`config.mk`:
```
export PLATFORM = sky130hd
export DESIGN_NAME = partition_allocator_flat
export DESIGN_NICKNAME = d
export VERILOG_FILES = /design/src/sv/pa_pkg.sv /design/src/sv/pa_chan_if.sv /design/src/sv/pa_datapath.sv /design/src/sv/pa_ctrl.sv /design/src/sv/partition_allocator.sv /design/src/flat_wrapper.sv
export SDC_FILE = /design/constraint.sdc
export NUM_CORES = 2
export LEC_CHECK = 0
export CAP_MARGIN = 40
export CELL_PAD_IN_SITES_DETAIL_PLACEMENT = 1
export CELL_PAD_IN_SITES_GLOBAL_PLACEMENT = 1
export CORE_ASPECT_RATIO = 1.2
export CORE_MARGIN = 2
export CORE_UTILIZATION = 54
export DETAILED_ROUTE_END_ITERATION = 8
export DONT_BUFFER_PORTS = 1
export PLACE_DENSITY = 0.82
export SLEW_MARGIN = 20
export SYNTH_ARGS = -nofsm -noshare
export SYNTH_HDL_FRONTEND = slang
export SYNTH_SLANG_ARGS = --single-unit
```
`constraint.sdc`:
```
create_clock -name clock -period 9.83 [get_ports clock]
set_input_delay 0.983 -clock clock [delete_from_list [all_inputs] [get_ports clock]]
set_output_delay 0.983 -clock clock [all_outputs]
set_load 0.05 [all_outputs]
```
`src/sv/pa_pkg.sv`:
```
`timescale 1ns / 1ps
`default_nettype none

package pa_pkg;

   // default geometry
   localparam int PA_MAX_PARTITIONS = 32;
   localparam int PA_ADDR_BITS      = 20;

   // request function codes
   typedef enum logic [1:0] {
      FN_INIT   = 2'd0,
      FN_APPEND = 2'd1,
      FN_ALLOC  = 2'd2,
      FN_FREE   = 2'd3
   } pa_func_type;

   // response status codes
   typedef enum logic [1:0] {
      ST_OK       = 2'd0,
      ST_NOFIT    = 2'd1,
      ST_NOTFOUND = 2'd2,
      ST_FULL     = 2'd3
   } pa_status_type;

   // csr register indexes
   typedef enum logic [1:0] {
      CSR_DYNAMIC = 2'd0,
      CSR_POLICY  = 2'd1,
      CSR_MEMSIZE = 2'd2
   } pa_csr_type;

   // fit policies
   localparam logic [1:0] POL_BEST  = 2'd1;
   localparam logic [1:0] POL_WORST = 2'd2;

   // datapath operations
   typedef enum logic [3:0] {
      OP_NONE, OP_LOAD, OP_INIT, OP_APPEND, OP_RESTART, OP_SET_NOFIT, OP_SET_FULL,
      OP_SET_NOTFOUND, OP_SHIFT_SETUP, OP_SPLIT_HI, OP_COMMIT, OP_FREE_MARK,
      OP_MERGE_END, OP_FINISH
   } pa_op_type;

   // purpose of a table read
   typedef enum logic [2:0] {
      RD_NONE, RD_ALLOC, RD_FREE, RD_SHIFT, RD_MERGE
   } pa_rd_type;

   typedef struct packed {
      pa_op_type op;
      pa_rd_type rd;
   } pa_cmd_type;

   typedef struct packed {
      pa_func_type func;
      logic        dyn;
      logic        found;
      logic        rest_nz;
      logic        full;
      logic        ptr_lt_cnt;
      logic        ptr_gt_pick1;
      logic        rd_busy;
      logic        out_busy;
   } pa_stat_type;

endpackage

`default_nettype wire

```
`src/sv/pa_chan_if.sv`:
```
`timescale 1ns / 1ps
`default_nettype none

// request channel
interface pa_req_if import pa_pkg::*; #(
   parameter int ADDR_BITS = PA_ADDR_BITS
);
   logic                 valid;
   logic                 ready;
   logic [1:0]           func;
   logic [ADDR_BITS:0]   req_size;
   logic [ADDR_BITS-1:0] req_base;

   modport source (output valid, func, req_size, req_base, input ready);
   modport sink   (input valid, func, req_size, req_base, output ready);
endinterface

// response channel
interface pa_rsp_if import pa_pkg::*; #(
   parameter int ADDR_BITS      = PA_ADDR_BITS,
   parameter int MAX_PARTITIONS = PA_MAX_PARTITIONS
);
   logic                                 valid;
   logic                                 ready;
   logic [1:0]                           status;
   logic [ADDR_BITS-1:0]                 granted_base;
   logic [ADDR_BITS:0]                   granted_size;
   logic [$clog2(MAX_PARTITIONS+1)-1:0]  entry_count;

   modport source (output valid, status, granted_base, granted_size, entry_count,
                   input ready);
   modport sink   (input valid, status, granted_base, granted_size, entry_count,
                   output ready);
endinterface

`default_nettype wire

```
`src/sv/pa_datapath.sv`:
```
`timescale 1ns / 1ps
`default_nettype none

module pa_datapath import pa_pkg::*; #(
   parameter int MAX_PARTITIONS = PA_MAX_PARTITIONS,
   parameter int ADDR_BITS      = PA_ADDR_BITS,
   localparam int SIZE_W        = ADDR_BITS + 1,
   localparam int IDX_W         = $clog2(MAX_PARTITIONS),
   localparam int CNT_W         = $clog2(MAX_PARTITIONS + 1)
) (
   input  wire logic                 clock,
   input  wire logic                 reset,
   input  wire pa_cmd_type           cmd,
   output pa_stat_type               stat,
   input  wire logic                 csr_wr_en,
   input  wire logic [1:0]           csr_index,
   input  wire logic [SIZE_W-1:0]    csr_data,
   input  wire logic [1:0]           req_func,
   input  wire logic [SIZE_W-1:0]    req_size,
   input  wire logic [ADDR_BITS-1:0] req_base,
   input  wire logic                 rsp_ready,
   output logic                      rsp_valid,
   output logic [1:0]                rsp_status,
   output logic [ADDR_BITS-1:0]      rsp_base,
   output logic [SIZE_W-1:0]         rsp_size,
   output logic [CNT_W-1:0]          rsp_count
);

   localparam logic [SIZE_W-1:0] MEM_FULL = {1'b1, {ADDR_BITS{1'b0}}};
   localparam logic [SIZE_W-1:0] ADDR_MASK = {1'b0, {ADDR_BITS{1'b1}}};

   // partition table storage
   logic [SIZE_W-1:0] mem_base [MAX_PARTITIONS];
   logic [SIZE_W-1:0] mem_size [MAX_PARTITIONS];

   // config registers
   logic dyn_ff, dyn_in;
   logic [1:0] pol_ff, pol_in;
   logic [SIZE_W-1:0] msize_ff, msize_in;

   // latched request
   pa_func_type func_ff, func_in;
   logic [SIZE_W-1:0] rsize_ff, rsize_in;
   logic [ADDR_BITS-1:0] rbase_ff, rbase_in;

   // table control
   logic [CNT_W-1:0] cnt_ff, cnt_in;
   logic [SIZE_W-1:0] nfb_ff, nfb_in;
   logic [MAX_PARTITIONS-1:0] used_ff, used_in;
   logic e0dflt_ff, e0dflt_in;

   // read pipeline
   logic [CNT_W-1:0] ptr_ff, ptr_in, ptr_m1;
   pa_rd_type rd_tag_ff, rd_tag_in;
   logic [IDX_W-1:0] rd_idx_ff, ra;
   logic rd_go, rd_used_ff, rd_dflt_ff;
   logic [SIZE_W-1:0] mb_q, ms_q;
   logic [SIZE_W-1:0] e_base, e_size;

   // search and merge state
   logic found_ff, found_in;
   logic [IDX_W-1:0] pick_ff, pick_in, pick_p1;
   logic [SIZE_W-1:0] pick_base_ff, pick_base_in, pick_size_ff, pick_size_in;
   logic [CNT_W-1:0] wptr_ff, wptr_in;
   logic hold_v_ff, hold_v_in, hold_u_ff, hold_u_in;
   logic [SIZE_W-1:0] hold_base_ff, hold_base_in, hold_size_ff, hold_size_in;

   // per-item result
   pa_status_type st_ff, st_in;
   logic [ADDR_BITS-1:0] gbase_ff, gbase_in;
   logic [SIZE_W-1:0] gsize_ff, gsize_in;

   // output register
   logic out_v_ff, out_v_in;
   logic [1:0] out_st_ff, out_st_in;
   logic [ADDR_BITS-1:0] out_base_ff, out_base_in;
   logic [SIZE_W-1:0] out_size_ff, out_size_in;
   logic [CNT_W-1:0] out_cnt_ff, out_cnt_in;

   // write port
   logic wr_en;
   logic [IDX_W-1:0] wr_addr;
   logic [SIZE_W-1:0] wr_base, wr_size;

   // arithmetic helpers
   logic [SIZE_W:0] app_end, merge_sum;
   logic [SIZE_W-1:0] init_m, rest, split_base;
   logic cand, take;

   assign ptr_m1  = ptr_ff - CNT_W'(1);
   assign pick_p1 = pick_ff + IDX_W'(1);
   assign e_base  = rd_dflt_ff ? '0 : mb_q;
   assign e_size  = rd_dflt_ff ? MEM_FULL : ms_q;
   assign app_end = {1'b0, nfb_ff} + {1'b0, rsize_ff};
   assign merge_sum = {1'b0, hold_size_ff} + {1'b0, e_size};
   assign init_m  = (msize_ff > MEM_FULL) ? MEM_FULL : msize_ff;
   assign rest    = pick_size_ff - rsize_ff;
   assign split_base = (pick_base_ff + rsize_ff) & ADDR_MASK;

   // fit test on a returned entry
   always_comb begin
      cand = !rd_used_ff && (e_size >= rsize_ff);
      take = 1'b0;
      if (cand) begin
         if (!found_ff) take = 1'b1;
         else if (pol_ff == POL_BEST && e_size < pick_size_ff) take = 1'b1;
         else if (pol_ff == POL_WORST && e_size > pick_size_ff) take = 1'b1;
      end
   end

   // next-state logic
   always_comb begin
      dyn_in = dyn_ff; pol_in = pol_ff; msize_in = msize_ff;
      func_in = func_ff; rsize_in = rsize_ff; rbase_in = rbase_ff;
      cnt_in = cnt_ff; nfb_in = nfb_ff; used_in = used_ff;
      ptr_in = ptr_ff; rd_tag_in = RD_NONE; rd_go = 1'b0;
      found_in = found_ff; pick_in = pick_ff;
      pick_base_in = pick_base_ff; pick_size_in = pick_size_ff;
      wptr_in = wptr_ff; hold_v_in = hold_v_ff; hold_u_in = hold_u_ff;
      hold_base_in = hold_base_ff; hold_size_in = hold_size_ff;
      st_in = st_ff; gbase_in = gbase_ff; gsize_in = gsize_ff;
      out_v_in = out_v_ff && !rsp_ready;
      out_st_in = out_st_ff; out_base_in = out_base_ff;
      out_size_in = out_size_ff; out_cnt_in = out_cnt_ff;
      wr_en = 1'b0; wr_addr = '0; wr_base = '0; wr_size = '0;
      ra = ptr_ff[IDX_W-1:0];

      // config writes
      if (csr_wr_en) begin
         case (csr_index)
            CSR_DYNAMIC: dyn_in = csr_data[0];
            CSR_POLICY:  pol_in = csr_data[1:0];
            CSR_MEMSIZE: msize_in = csr_data;
            default: ;
         endcase
      end

      // issue a table read
      if (cmd.rd != RD_NONE) begin
         rd_go = 1'b1;
         rd_tag_in = cmd.rd;
         if (cmd.rd == RD_SHIFT) begin
            ra = ptr_m1[IDX_W-1:0];
            ptr_in = ptr_m1;
         end else begin
            ptr_in = ptr_ff + CNT_W'(1);
         end
      end

      // consume a returned entry
      case (rd_tag_ff)
         RD_ALLOC: begin
            if (take) begin
               found_in = 1'b1; pick_in = rd_idx_ff;
               pick_base_in = e_base; pick_size_in = e_size;
            end
         end
         RD_FREE: begin
            if (!found_ff && e_base == {1'b0, rbase_ff} && e_size == rsize_ff) begin
               found_in = 1'b1; pick_in = rd_idx_ff;
            end
         end
         RD_SHIFT: begin
            wr_en = 1'b1; wr_addr = rd_idx_ff + IDX_W'(1);
            wr_base = e_base; wr_size = e_size;
         end
         RD_MERGE: begin
            if (hold_v_ff && !hold_u_ff && !rd_used_ff) begin
               hold_size_in = (merge_sum > {1'b0, MEM_FULL}) ? MEM_FULL
                                                             : merge_sum[SIZE_W-1:0];
            end else begin
               if (hold_v_ff) begin
                  wr_en = 1'b1; wr_addr = wptr_ff[IDX_W-1:0];
                  wr_base = hold_base_ff; wr_size = hold_size_ff;
                  used_in[wptr_ff[IDX_W-1:0]] = hold_u_ff;
                  wptr_in = wptr_ff + CNT_W'(1);
               end
               hold_v_in = 1'b1; hold_u_in = rd_used_ff;
               hold_base_in = e_base; hold_size_in = e_size;
            end
         end
         default: ;
      endcase

      // controller operations
      case (cmd.op)
         OP_LOAD: begin
            func_in = pa_func_type'(req_func); rsize_in = req_size; rbase_in = req_base;
            st_in = ST_OK; gbase_in = '0; gsize_in = '0;
         end
         OP_INIT: begin
            used_in = '0; nfb_in = '0; cnt_in = '0;
            if (dyn_ff && init_m != '0) begin
               wr_en = 1'b1; wr_addr = '0; wr_base = '0; wr_size = init_m;
               cnt_in = CNT_W'(1);
            end
         end
         OP_APPEND: begin
            if (dyn_ff || app_end > {1'b0, MEM_FULL}) begin
               st_in = ST_NOFIT;
            end else if (stat.full) begin
               st_in = ST_FULL;
            end else begin
               wr_en = 1'b1; wr_addr = cnt_ff[IDX_W-1:0];
               wr_base = nfb_ff; wr_size = rsize_ff;
               used_in[cnt_ff[IDX_W-1:0]] = 1'b0;
               cnt_in = cnt_ff + CNT_W'(1);
               gbase_in = nfb_ff[ADDR_BITS-1:0]; gsize_in = rsize_ff;
               nfb_in = app_end[SIZE_W-1:0];
            end
         end
         OP_RESTART: begin
            ptr_in = '0; found_in = 1'b0; pick_in = '0;
            pick_base_in = '0; pick_size_in = '0;
         end
         OP_SET_NOFIT:    st_in = ST_NOFIT;
         OP_SET_FULL:     st_in = ST_FULL;
         OP_SET_NOTFOUND: st_in = ST_NOTFOUND;
         OP_SHIFT_SETUP:  ptr_in = cnt_ff;
         OP_SPLIT_HI: begin
            wr_en = 1'b1; wr_addr = pick_p1; wr_base = split_base; wr_size = rest;
            for (int k = 0; k < MAX_PARTITIONS; k++) begin
               if (k > int'(pick_p1)) used_in[k] = used_ff[k-1];
               else if (k == int'(pick_p1)) used_in[k] = 1'b0;
            end
            cnt_in = cnt_ff + CNT_W'(1);
         end
         OP_COMMIT: begin
            wr_en = 1'b1; wr_addr = pick_ff; wr_base = pick_base_ff;
            wr_size = dyn_ff ? rsize_ff : pick_size_ff;
            used_in[pick_ff] = 1'b1;
            gbase_in = pick_base_ff[ADDR_BITS-1:0];
            gsize_in = dyn_ff ? rsize_ff : pick_size_ff;
         end
         OP_FREE_MARK: begin
            used_in[pick_ff] = 1'b0;
            ptr_in = '0; wptr_in = '0; hold_v_in = 1'b0;
         end
         OP_MERGE_END: begin
            if (hold_v_ff) begin
               wr_en = 1'b1; wr_addr = wptr_ff[IDX_W-1:0];
               wr_base = hold_base_ff; wr_size = hold_size_ff;
               used_in[wptr_ff[IDX_W-1:0]] = hold_u_ff;
               cnt_in = wptr_ff + CNT_W'(1);
            end else begin
               cnt_in = wptr_ff;
            end
         end
         OP_FINISH: begin
            out_v_in = 1'b1; out_st_in = st_ff; out_base_in = gbase_ff;
            out_size_in = gsize_ff; out_cnt_in = cnt_ff;
         end
         default: ;
      endcase
   end

   // table memory: one write, one registered read
   always_ff @(posedge clock) begin
      if (wr_en) begin
         mem_base[wr_addr] <= wr_base;
         mem_size[wr_addr] <= wr_size;
      end
      if (rd_go) begin
         mb_q <= mem_base[ra];
         ms_q <= mem_size[ra];
      end
   end

   assign e0dflt_in = e0dflt_ff && !(wr_en && wr_addr == '0);

   // control registers
   always_ff @(posedge clock) begin
      if (reset) begin
         dyn_ff <= 1'b1; pol_ff <= '0; msize_ff <= MEM_FULL;
         cnt_ff <= CNT_W'(1); nfb_ff <= '0; used_ff <= '0; e0dflt_ff <= 1'b1;
         rd_tag_ff <= RD_NONE; out_v_ff <= 1'b0; found_ff <= 1'b0;
         hold_v_ff <= 1'b0; ptr_ff <= '0; wptr_ff <= '0; st_ff <= ST_OK;
      end else begin
         dyn_ff <= dyn_in; pol_ff <= pol_in; msize_ff <= msize_in;
         cnt_ff <= cnt_in; nfb_ff <= nfb_in; used_ff <= used_in; e0dflt_ff <= e0dflt_in;
         rd_tag_ff <= rd_tag_in; out_v_ff <= out_v_in; found_ff <= found_in;
         hold_v_ff <= hold_v_in; ptr_ff <= ptr_in; wptr_ff <= wptr_in; st_ff <= st_in;
      end
   end

   // payload registers
   always_ff @(posedge clock) begin
      func_ff <= func_in; rsize_ff <= rsize_in; rbase_ff <= rbase_in;
      pick_ff <= pick_in; pick_base_ff <= pick_base_in; pick_size_ff <= pick_size_in;
      hold_u_ff <= hold_u_in; hold_base_ff <= hold_base_in; hold_size_ff <= hold_size_in;
      gbase_ff <= gbase_in; gsize_ff <= gsize_in;
      out_st_ff <= out_st_in; out_base_ff <= out_base_in;
      out_size_ff <= out_size_in; out_cnt_ff <= out_cnt_in;
      if (rd_go) begin
         rd_idx_ff <= ra;
         rd_used_ff <= used_ff[ra];
         rd_dflt_ff <= (ra == '0) && e0dflt_ff;
      end
   end

   // status to the controller
   always_comb begin
      stat.func         = func_ff;
      stat.dyn          = dyn_ff;
      stat.found        = found_ff;
      stat.rest_nz      = (pick_size_ff != rsize_ff);
      stat.full         = (cnt_ff >= CNT_W'(MAX_PARTITIONS));
      stat.ptr_lt_cnt   = (ptr_ff < cnt_ff);
      stat.ptr_gt_pick1 = (ptr_ff > (CNT_W'(pick_ff) + CNT_W'(1)));
      stat.rd_busy      = (rd_tag_ff != RD_NONE);
      stat.out_busy     = out_v_ff && !rsp_ready;
   end

   assign rsp_valid  = out_v_ff;
   assign rsp_status = out_st_ff;
   assign rsp_base   = out_base_ff;
   assign rsp_size   = out_size_ff;
   assign rsp_count  = out_cnt_ff;

endmodule

`default_nettype wire

```
`src/sv/pa_ctrl.sv`:
```
`timescale 1ns / 1ps
`default_nettype none

module pa_ctrl import pa_pkg::*; (
   input  wire logic        clock,
   input  wire logic        reset,
   input  wire logic        req_valid,
   output logic             req_ready,
   input  wire pa_stat_type stat,
   output pa_cmd_type       cmd
);

   typedef enum logic [10:0] {
      S_IDLE      = 11'b00000000001,
      S_DECODE    = 11'b00000000010,
      S_SCAN      = 11'b00000000100,
      S_ALLOC_DEC = 11'b00000001000,
      S_SHIFT     = 11'b00000010000,
      S_SPLIT_HI  = 11'b00000100000,
      S_COMMIT    = 11'b00001000000,
      S_FREE_DEC  = 11'b00010000000,
      S_MERGE     = 11'b00100000000,
      S_MERGE_END = 11'b01000000000,
      S_FINISH    = 11'b10000000000
   } state_type;

   state_type state_ff, state_in;

   assign req_ready = (state_ff == S_IDLE);

   // sequencing
   always_comb begin
      state_in = state_ff;
      cmd.op = OP_NONE;
      cmd.rd = RD_NONE;
      case (state_ff)
         S_IDLE: begin
            if (req_valid) begin
               cmd.op = OP_LOAD;
               state_in = S_DECODE;
            end
         end
         S_DECODE: begin
            case (stat.func)
               FN_INIT: begin cmd.op = OP_INIT; state_in = S_FINISH; end
               FN_APPEND: begin cmd.op = OP_APPEND; state_in = S_FINISH; end
               default: begin cmd.op = OP_RESTART; state_in = S_SCAN; end
            endcase
         end
         // one entry read per cycle, its result consumed in the cycle after the read
         S_SCAN: begin
            if (stat.ptr_lt_cnt) begin
               cmd.rd = (stat.func == FN_ALLOC) ? RD_ALLOC : RD_FREE;
            end else if (!stat.rd_busy) begin
               state_in = (stat.func == FN_ALLOC) ? S_ALLOC_DEC : S_FREE_DEC;
            end
         end
         S_ALLOC_DEC: begin
            if (!stat.found) begin
               cmd.op = OP_SET_NOFIT; state_in = S_FINISH;
            end else if (stat.dyn && stat.rest_nz) begin
               if (stat.full) begin
                  cmd.op = OP_SET_FULL; state_in = S_FINISH;
               end else begin
                  cmd.op = OP_SHIFT_SETUP; state_in = S_SHIFT;
               end
            end else begin
               cmd.op = OP_COMMIT; state_in = S_FINISH;
            end
         end
         // move entries above the pick up by one
         S_SHIFT: begin
            if (stat.ptr_gt_pick1) cmd.rd = RD_SHIFT;
            else if (!stat.rd_busy) state_in = S_SPLIT_HI;
         end
         S_SPLIT_HI: begin cmd.op = OP_SPLIT_HI; state_in = S_COMMIT; end
         S_COMMIT: begin cmd.op = OP_COMMIT; state_in = S_FINISH; end
         S_FREE_DEC: begin
            if (!stat.found) begin
               cmd.op = OP_SET_NOTFOUND; state_in = S_FINISH;
            end else begin
               cmd.op = OP_FREE_MARK;
               state_in = stat.dyn ? S_MERGE : S_FINISH;
            end
         end
         // compact the table, folding runs of free entries
         S_MERGE: begin
            if (stat.ptr_lt_cnt) cmd.rd = RD_MERGE;
            else if (!stat.rd_busy) state_in = S_MERGE_END;
         end
         S_MERGE_END: begin cmd.op = OP_MERGE_END; state_in = S_FINISH; end
         S_FINISH: begin
            if (!stat.out_busy) begin
               cmd.op = OP_FINISH; state_in = S_IDLE;
            end
         end
         default: state_in = S_IDLE;
      endcase
   end

   always_ff @(posedge clock) begin
      if (reset) state_ff <= S_IDLE;
      else       state_ff <= state_in;
   end

endmodule

`default_nettype wire

```
`src/sv/partition_allocator.sv`:
```
`timescale 1ns / 1ps
`default_nettype none

// Partition allocator: keeps a base-ordered table of up to MAX_PARTITIONS
// partitions and serves init, append, allocate (first/best/worst fit) and
// free requests, one at a time. Allocate and free walk the table through
// its single read port, one entry per cycle. An allocation that splits an
// entry first shifts the entries above the pick up by one, and a dynamic
// free ends with a compaction pass over the table. A finished response is
// held in an output register, so the next request is accepted while it
// waits. No clearing pass is needed after reset; config is written via the
// csr port while idle: that is a rule for the user, the block does not enforce it.
module partition_allocator import pa_pkg::*; #(
   parameter int MAX_PARTITIONS = PA_MAX_PARTITIONS,
   parameter int ADDR_BITS      = PA_ADDR_BITS
) (
   input  wire logic                 clock,
   input  wire logic                 reset,
   input  wire logic                 csr_wr_en,
   input  wire logic [1:0]           csr_index,
   input  wire logic [ADDR_BITS:0]   csr_data,
   pa_req_if.sink                    req_chan,
   pa_rsp_if.source                  rsp_chan
);

   pa_cmd_type  cmd;
   pa_stat_type stat;

   pa_ctrl u_ctrl (
      .clock     (clock),
      .reset     (reset),
      .req_valid (req_chan.valid),
      .req_ready (req_chan.ready),
      .stat      (stat),
      .cmd       (cmd)
   );

   pa_datapath #(
      .MAX_PARTITIONS (MAX_PARTITIONS),
      .ADDR_BITS      (ADDR_BITS)
   ) u_dp (
      .clock      (clock),
      .reset      (reset),
      .cmd        (cmd),
      .stat       (stat),
      .csr_wr_en  (csr_wr_en),
      .csr_index  (csr_index),
      .csr_data   (csr_data),
      .req_func   (req_chan.func),
      .req_size   (req_chan.req_size),
      .req_base   (req_chan.req_base),
      .rsp_ready  (rsp_chan.ready),
      .rsp_valid  (rsp_chan.valid),
      .rsp_status (rsp_chan.status),
      .rsp_base   (rsp_chan.granted_base),
      .rsp_size   (rsp_chan.granted_size),
      .rsp_count  (rsp_chan.entry_count)
   );

endmodule

`default_nettype wire
```
`src/flat_wrapper.sv`:
```
// flat-port wrapper written by rule: the top's interface ports become plain ports
module partition_allocator_flat import pa_pkg::*;
#(
   parameter int MAX_PARTITIONS = PA_MAX_PARTITIONS,
   parameter int ADDR_BITS      = PA_ADDR_BITS
)
  (clock, reset, csr_wr_en, csr_index, csr_data, req_chan_valid, req_chan_func, req_chan_req_size, req_chan_req_base, req_chan_ready, rsp_chan_valid, rsp_chan_status, rsp_chan_granted_base, rsp_chan_granted_size, rsp_chan_entry_count, rsp_chan_ready);
  pa_req_if #(.ADDR_BITS(ADDR_BITS)) req_chan_i ();
  pa_rsp_if #(.ADDR_BITS(ADDR_BITS), .MAX_PARTITIONS(MAX_PARTITIONS)) rsp_chan_i ();
  input  wire logic clock;
  input  wire logic reset;
  input  wire logic csr_wr_en;
  input  wire logic [1:0] csr_index;
  input  wire logic [ADDR_BITS:0] csr_data;
  input wire logic [$bits(req_chan_i.valid)-1:0] req_chan_valid;
  input wire logic [$bits(req_chan_i.func)-1:0] req_chan_func;
  input wire logic [$bits(req_chan_i.req_size)-1:0] req_chan_req_size;
  input wire logic [$bits(req_chan_i.req_base)-1:0] req_chan_req_base;
  output wire logic [$bits(req_chan_i.ready)-1:0] req_chan_ready;
  output wire logic [$bits(rsp_chan_i.valid)-1:0] rsp_chan_valid;
  output wire logic [$bits(rsp_chan_i.status)-1:0] rsp_chan_status;
  output wire logic [$bits(rsp_chan_i.granted_base)-1:0] rsp_chan_granted_base;
  output wire logic [$bits(rsp_chan_i.granted_size)-1:0] rsp_chan_granted_size;
  output wire logic [$bits(rsp_chan_i.entry_count)-1:0] rsp_chan_entry_count;
  input wire logic [$bits(rsp_chan_i.ready)-1:0] rsp_chan_ready;
  assign req_chan_i.valid = req_chan_valid;
  assign req_chan_i.func = req_chan_func;
  assign req_chan_i.req_size = req_chan_req_size;
  assign req_chan_i.req_base = req_chan_req_base;
  assign req_chan_ready = req_chan_i.ready;
  assign rsp_chan_valid = rsp_chan_i.valid;
  assign rsp_chan_status = rsp_chan_i.status;
  assign rsp_chan_granted_base = rsp_chan_i.granted_base;
  assign rsp_chan_granted_size = rsp_chan_i.granted_size;
  assign rsp_chan_entry_count = rsp_chan_i.entry_count;
  assign rsp_chan_i.ready = rsp_chan_ready;
  partition_allocator #(.MAX_PARTITIONS(MAX_PARTITIONS), .ADDR_BITS(ADDR_BITS)) u_core (.clock(clock), .reset(reset), .csr_wr_en(csr_wr_en), .csr_index(csr_index), .csr_data(csr_data), .req_chan(req_chan_i), .rsp_chan(rsp_chan_i));
endmodule
```
==> results.md <==
- Status: complete, no violations
- YS warnings: 0
- Max-slew violations: 0
- Nets: 6113
- Final setup viols: 0
- PortBufs: 0
- DRC: 0
- Final Hold Fails: 0
- R2R depth: 16
- Clock sinks: 1731
- CTS Buffer Depth: 3
- Via-to-Cell Ratio: 6.862
- Die width: 354.2 um
- Largest cells by area after synthesis: edfxtp_1 59%, mux2i_1 15%, dfxtp_1 4.1%, ha_1 2.5%, nand2_1 1.9%
- Critical Path AT: 8.03 ns
- Peak VDD IR: 0.0001686 V
- Combinational fraction of design power: 0.075
- Post-layout min period: 7.463 ns
- Area growth, synth to finish: 12.00%
- Initial antenna violation count: 23
- Core Box Area: 0.1464 mm2
- WL per Instance: 35.16 um
- DR iter-0 viols: 6304
- RSZ-0062 raised after global routing: no
- LEAKAGE: 29.14 nW
- Largest net degree at the start of global routing: 144
- CP max FO: 93
- Clock slew at reported path FFs: 0.06 ns
- Synth Cell Area: 0.07945 mm2
- Number of cells on the worst hold path: 1
- Slew @ Worst Pin: 1.147 ns
- Crit path depth: 16
- Post-Route WL: 280.5 mm
- Initial core utilization: 0.5426
- Tcrit/Tclk final: 0.7592
- Slew headroom: 0.2351
- Predominant post-synthesis flop cell: edfxtp_1
- Max Cap Viol: 0
- Critical path class: flop to flop
- Number of synthesized flops with an enable pin: 1569
- Setup Skew: 0.04039 ns
- Critical path buffers and inverters: 4
- Post-CTS Setup Inserts: 0
- Crit path launch type: flop
- FMAX: 134.0 MHz
- Worst setup EP type: flop
- Worst path required time: 10.39 ns
- Global route total overflow: 0
- Vias: 54741
- CP cell instances: ha_1 -> xor2_1 -> clkinv_1 -> ha_1 -> nand2_1 -> nor3_1 -> a211oi_1 -> a221o_1 -> inv_2 -> a21oi_1 -> inv_2 -> mux2i_4 -> buf_12 -> mux2i_1 -> o22ai_1 -> nor4_1
- # IOs: 122
- Highest cell delay on the worst timing path: 0.71 ns
- Estimated wirelength of the detail-placed design: 169.2 mm
- Resize count post-CTS: 0
- Overall Power: 15.88 mW
- HP Class: primary input to flop
- Cell count after synthesis: 5846
- Layout cells sized above 1: 0.1006
- CP max-delay cell: dfxtp_1
- Largest delay share family, worst path: buffers and inverters
- Clock power frac: 0.414
- Clock latency on the worst-skew pair: 0.85 ns
- DIE AREA: 0.1502 mm2
- GRT Util Overall: 0.3659
- First-pass GRT wire length: 399.6 mm
- Root buf cell: clkbuf_16
- CTS buffer count: 170
- TNS Setup: 0 ns
- ANT nets after route: 0
- Pwr per Cell Area: 178.4 mW/mm2
- Final Wtd Congestion: 0.9833
- Hold buffers post-CTS: 0
- Post-synth ARST share: 0
- Average cell area after synthesis: 13.59 um2
- DR pass1 iterations: 8
- Seq pwr share: 0.511
- Switching fraction of total power: 0.2433
- Post-synth top area share: 0.5930
- CTS tree: built
- Yosys top cell by area: edfxtp_1
- Core Rows: 154
- NetSw: 3.863 mW
- Synth cell types: 90
- H-tree levels: 4
- Pint: 12.02 mW
- Seq cells post-synth: 1731
- Seq/Total Area, Yosys: 0.6338
- Die Y: 424.2 um
- Vias in the first global route: 56938
- Syn Nets: 6077
synth_stat cells, types with 16 or more instances:
| library cell | number |
|---|---|
| o21ai_0 | 151 |
| a21boi_0 | 29 |
| nor4_1 | 59 |
| clkbuf_1 | 250 |
| nand4_1 | 43 |
| inv_1 | 100 |
| a221oi_1 | 16 |
| o211ai_1 | 25 |
| a211oi_1 | 30 |
| a22o_1 | 33 |
| buf_2 | 78 |
| nor2b_1 | 61 |
| o22ai_1 | 213 |
| nor2_1 | 250 |
| nor3_1 | 86 |
| dfxtp_1 | 162 |
| xnor2_1 | 59 |
| nand2_1 | 408 |
| o31ai_1 | 22 |
| o21a_1 | 32 |
| nand3_1 | 61 |
| o221ai_1 | 18 |
| xor2_1 | 41 |
| a22oi_1 | 34 |
| edfxtp_1 | 1569 |
| and2_1 | 17 |
| a21o_1 | 58 |
| nand2b_1 | 18 |
| buf_1 | 21 |
| a211o_1 | 21 |
| a21oi_1 | 251 |
| a31oi_1 | 59 |
| mux2i_1 | 1152 |
| ha_1 | 156 |
| and3_1 | 21 |
cells in the final DEF, fill, tap and decap left out, types with 68 or more instances in the layout:
cell type,netlist,routed
dfxtp_1,162,160
buf_4,0,150
mux2i_1,1152,1151
clkbuf_16,0,173
nor3_1,86,68
nand2_1,408,402
ha_1,156,156
edfxtp_1,1569,1569
a21oi_1,251,248
inv_1,100,98
nor2_1,250,241
o22ai_1,213,213
o21ai_0,151,139
state kept, by name, summed over array words and instances (netlist names), 20 cells and up:
register	flops
u_core.u_dp.pick_size_ff	21
u_core.u_dp.rsp_base	20
u_core.u_dp.rsize_ff	21
u_core.u_dp.rsp_size	21
u_core.u_dp.mem_size	672
u_core.u_dp.nfb_ff	21
u_core.u_dp.gbase_ff	20
u_core.u_dp.ms_q	21
u_core.u_dp.hold_base_ff	21
u_core.u_dp.rbase_ff	20
u_core.u_dp.gsize_ff	21
u_core.u_dp.msize_ff	21
u_core.u_dp.mb_q	21
u_core.u_dp.used_ff	32
u_core.u_dp.hold_size_ff	21
u_core.u_dp.mem_base	672
u_core.u_dp.pick_base_ff	21
power by group through the flow:
stage,sequential (mW),combinational [mW],clock [mW]
after global placement,8.27,1.10,0
final,8.12,1.19,6.57
after global routing,8.12,1.24,6.84
after CTS,8.12,1.16,6.60
after detailed placement,8.27,1.14,0
after floorplan,8.23,0.810,0
through the flow:
| stage | utilization | setup WS [ns] | hold WS [ns] | cell area, um2 | cells |
|---|---|---|---|---|---|
| 2_1_floorplan | - | 2.167 | 0.4003 | 79460 | 5846 |
| 3_3_place_gp | 0.5622 | 2.794 | 0.4008 | 82330 | 7597 |
| 3_5_place_dp | 0.5674 | 2.473 | 0.4065 | 83100 | 7637 |
| 4_1_cts | 0.6044 | 2.424 | 0.1749 | 88510 | 7943 |
| 5_1_grt | 0.6076 | 2.215 | 0.1908 | 88970 | 7969 |
| 6_report | 0.6077 | 2.367 | 0.2205 | 88990 | 7977 |
logic make-up (layout without fill, tap and decap cells):
group | Yosys count | count (layout) | share of synthesized area
buffers and inverters | 455 | 625 | 0.02272
AO/OA/AOI/OAI | 1123 | 1123 | 0.09363
AND/OR/NAND/NOR | 1110 | 1110 | 0.06600
XOR/XNOR | 100 | 100 | 0.01102
other | 0 | 11 | 0
multiplexers | 1167 | 1167 | 0.1473
flip-flops | 1731 | 1731 | 0.6338
adder cells (fa/ha/maj) | 160 | 160 | 0.02557
per-layer routing:
| layer | routed length, um | global-route usage | vias up |
|---|---|---|---|
| met5 | 106 | 0 | - |
| met4 | 16630 | 0.2095 | 14 |
| met3 | 24650 | 0.07288 | 844 |
| met2 | 135100 | 0.6002 | 3271 |
| met1 | 104000 | 0.4535 | 27946 |
| li1 | - | - | 22666 |
path summary, 6_finish.rpt:
kind                                             from                                 end  slack (ns)
hold / removal                                  reset  u_core.u_dp.cnt_ff[5]$_SDFFE_PP0P_        0.22
setup / recovery  u_core.u_dp.pick_ff[0]$_SDFFE_PP0P_      u_core.u_dp.mb_q[16]$_DFFE_PN_        2.37
setup reg to reg  u_core.u_dp.pick_ff[0]$_SDFFE_PP0P_      u_core.u_dp.mb_q[16]$_DFFE_PN_        2.37
hold reg to reg     u_core.u_dp.gsize_ff[4]$_DFFE_PP_   u_core.u_dp.rsp_size[4]$_DFFE_PP_        0.41
area by class of cell:
class                      instances  area [um2]
fill                           13813       57450
sequential                      1731       50360
multi-input combinational       3660       27920
clock buffer                     204        4466
tap                             1950        2440
timing repair buffer             213        2429
clock inverter                   102       953.4
inverter                         106       397.9
antenna                           11       27.53
(Power assumes the default switching activity.)
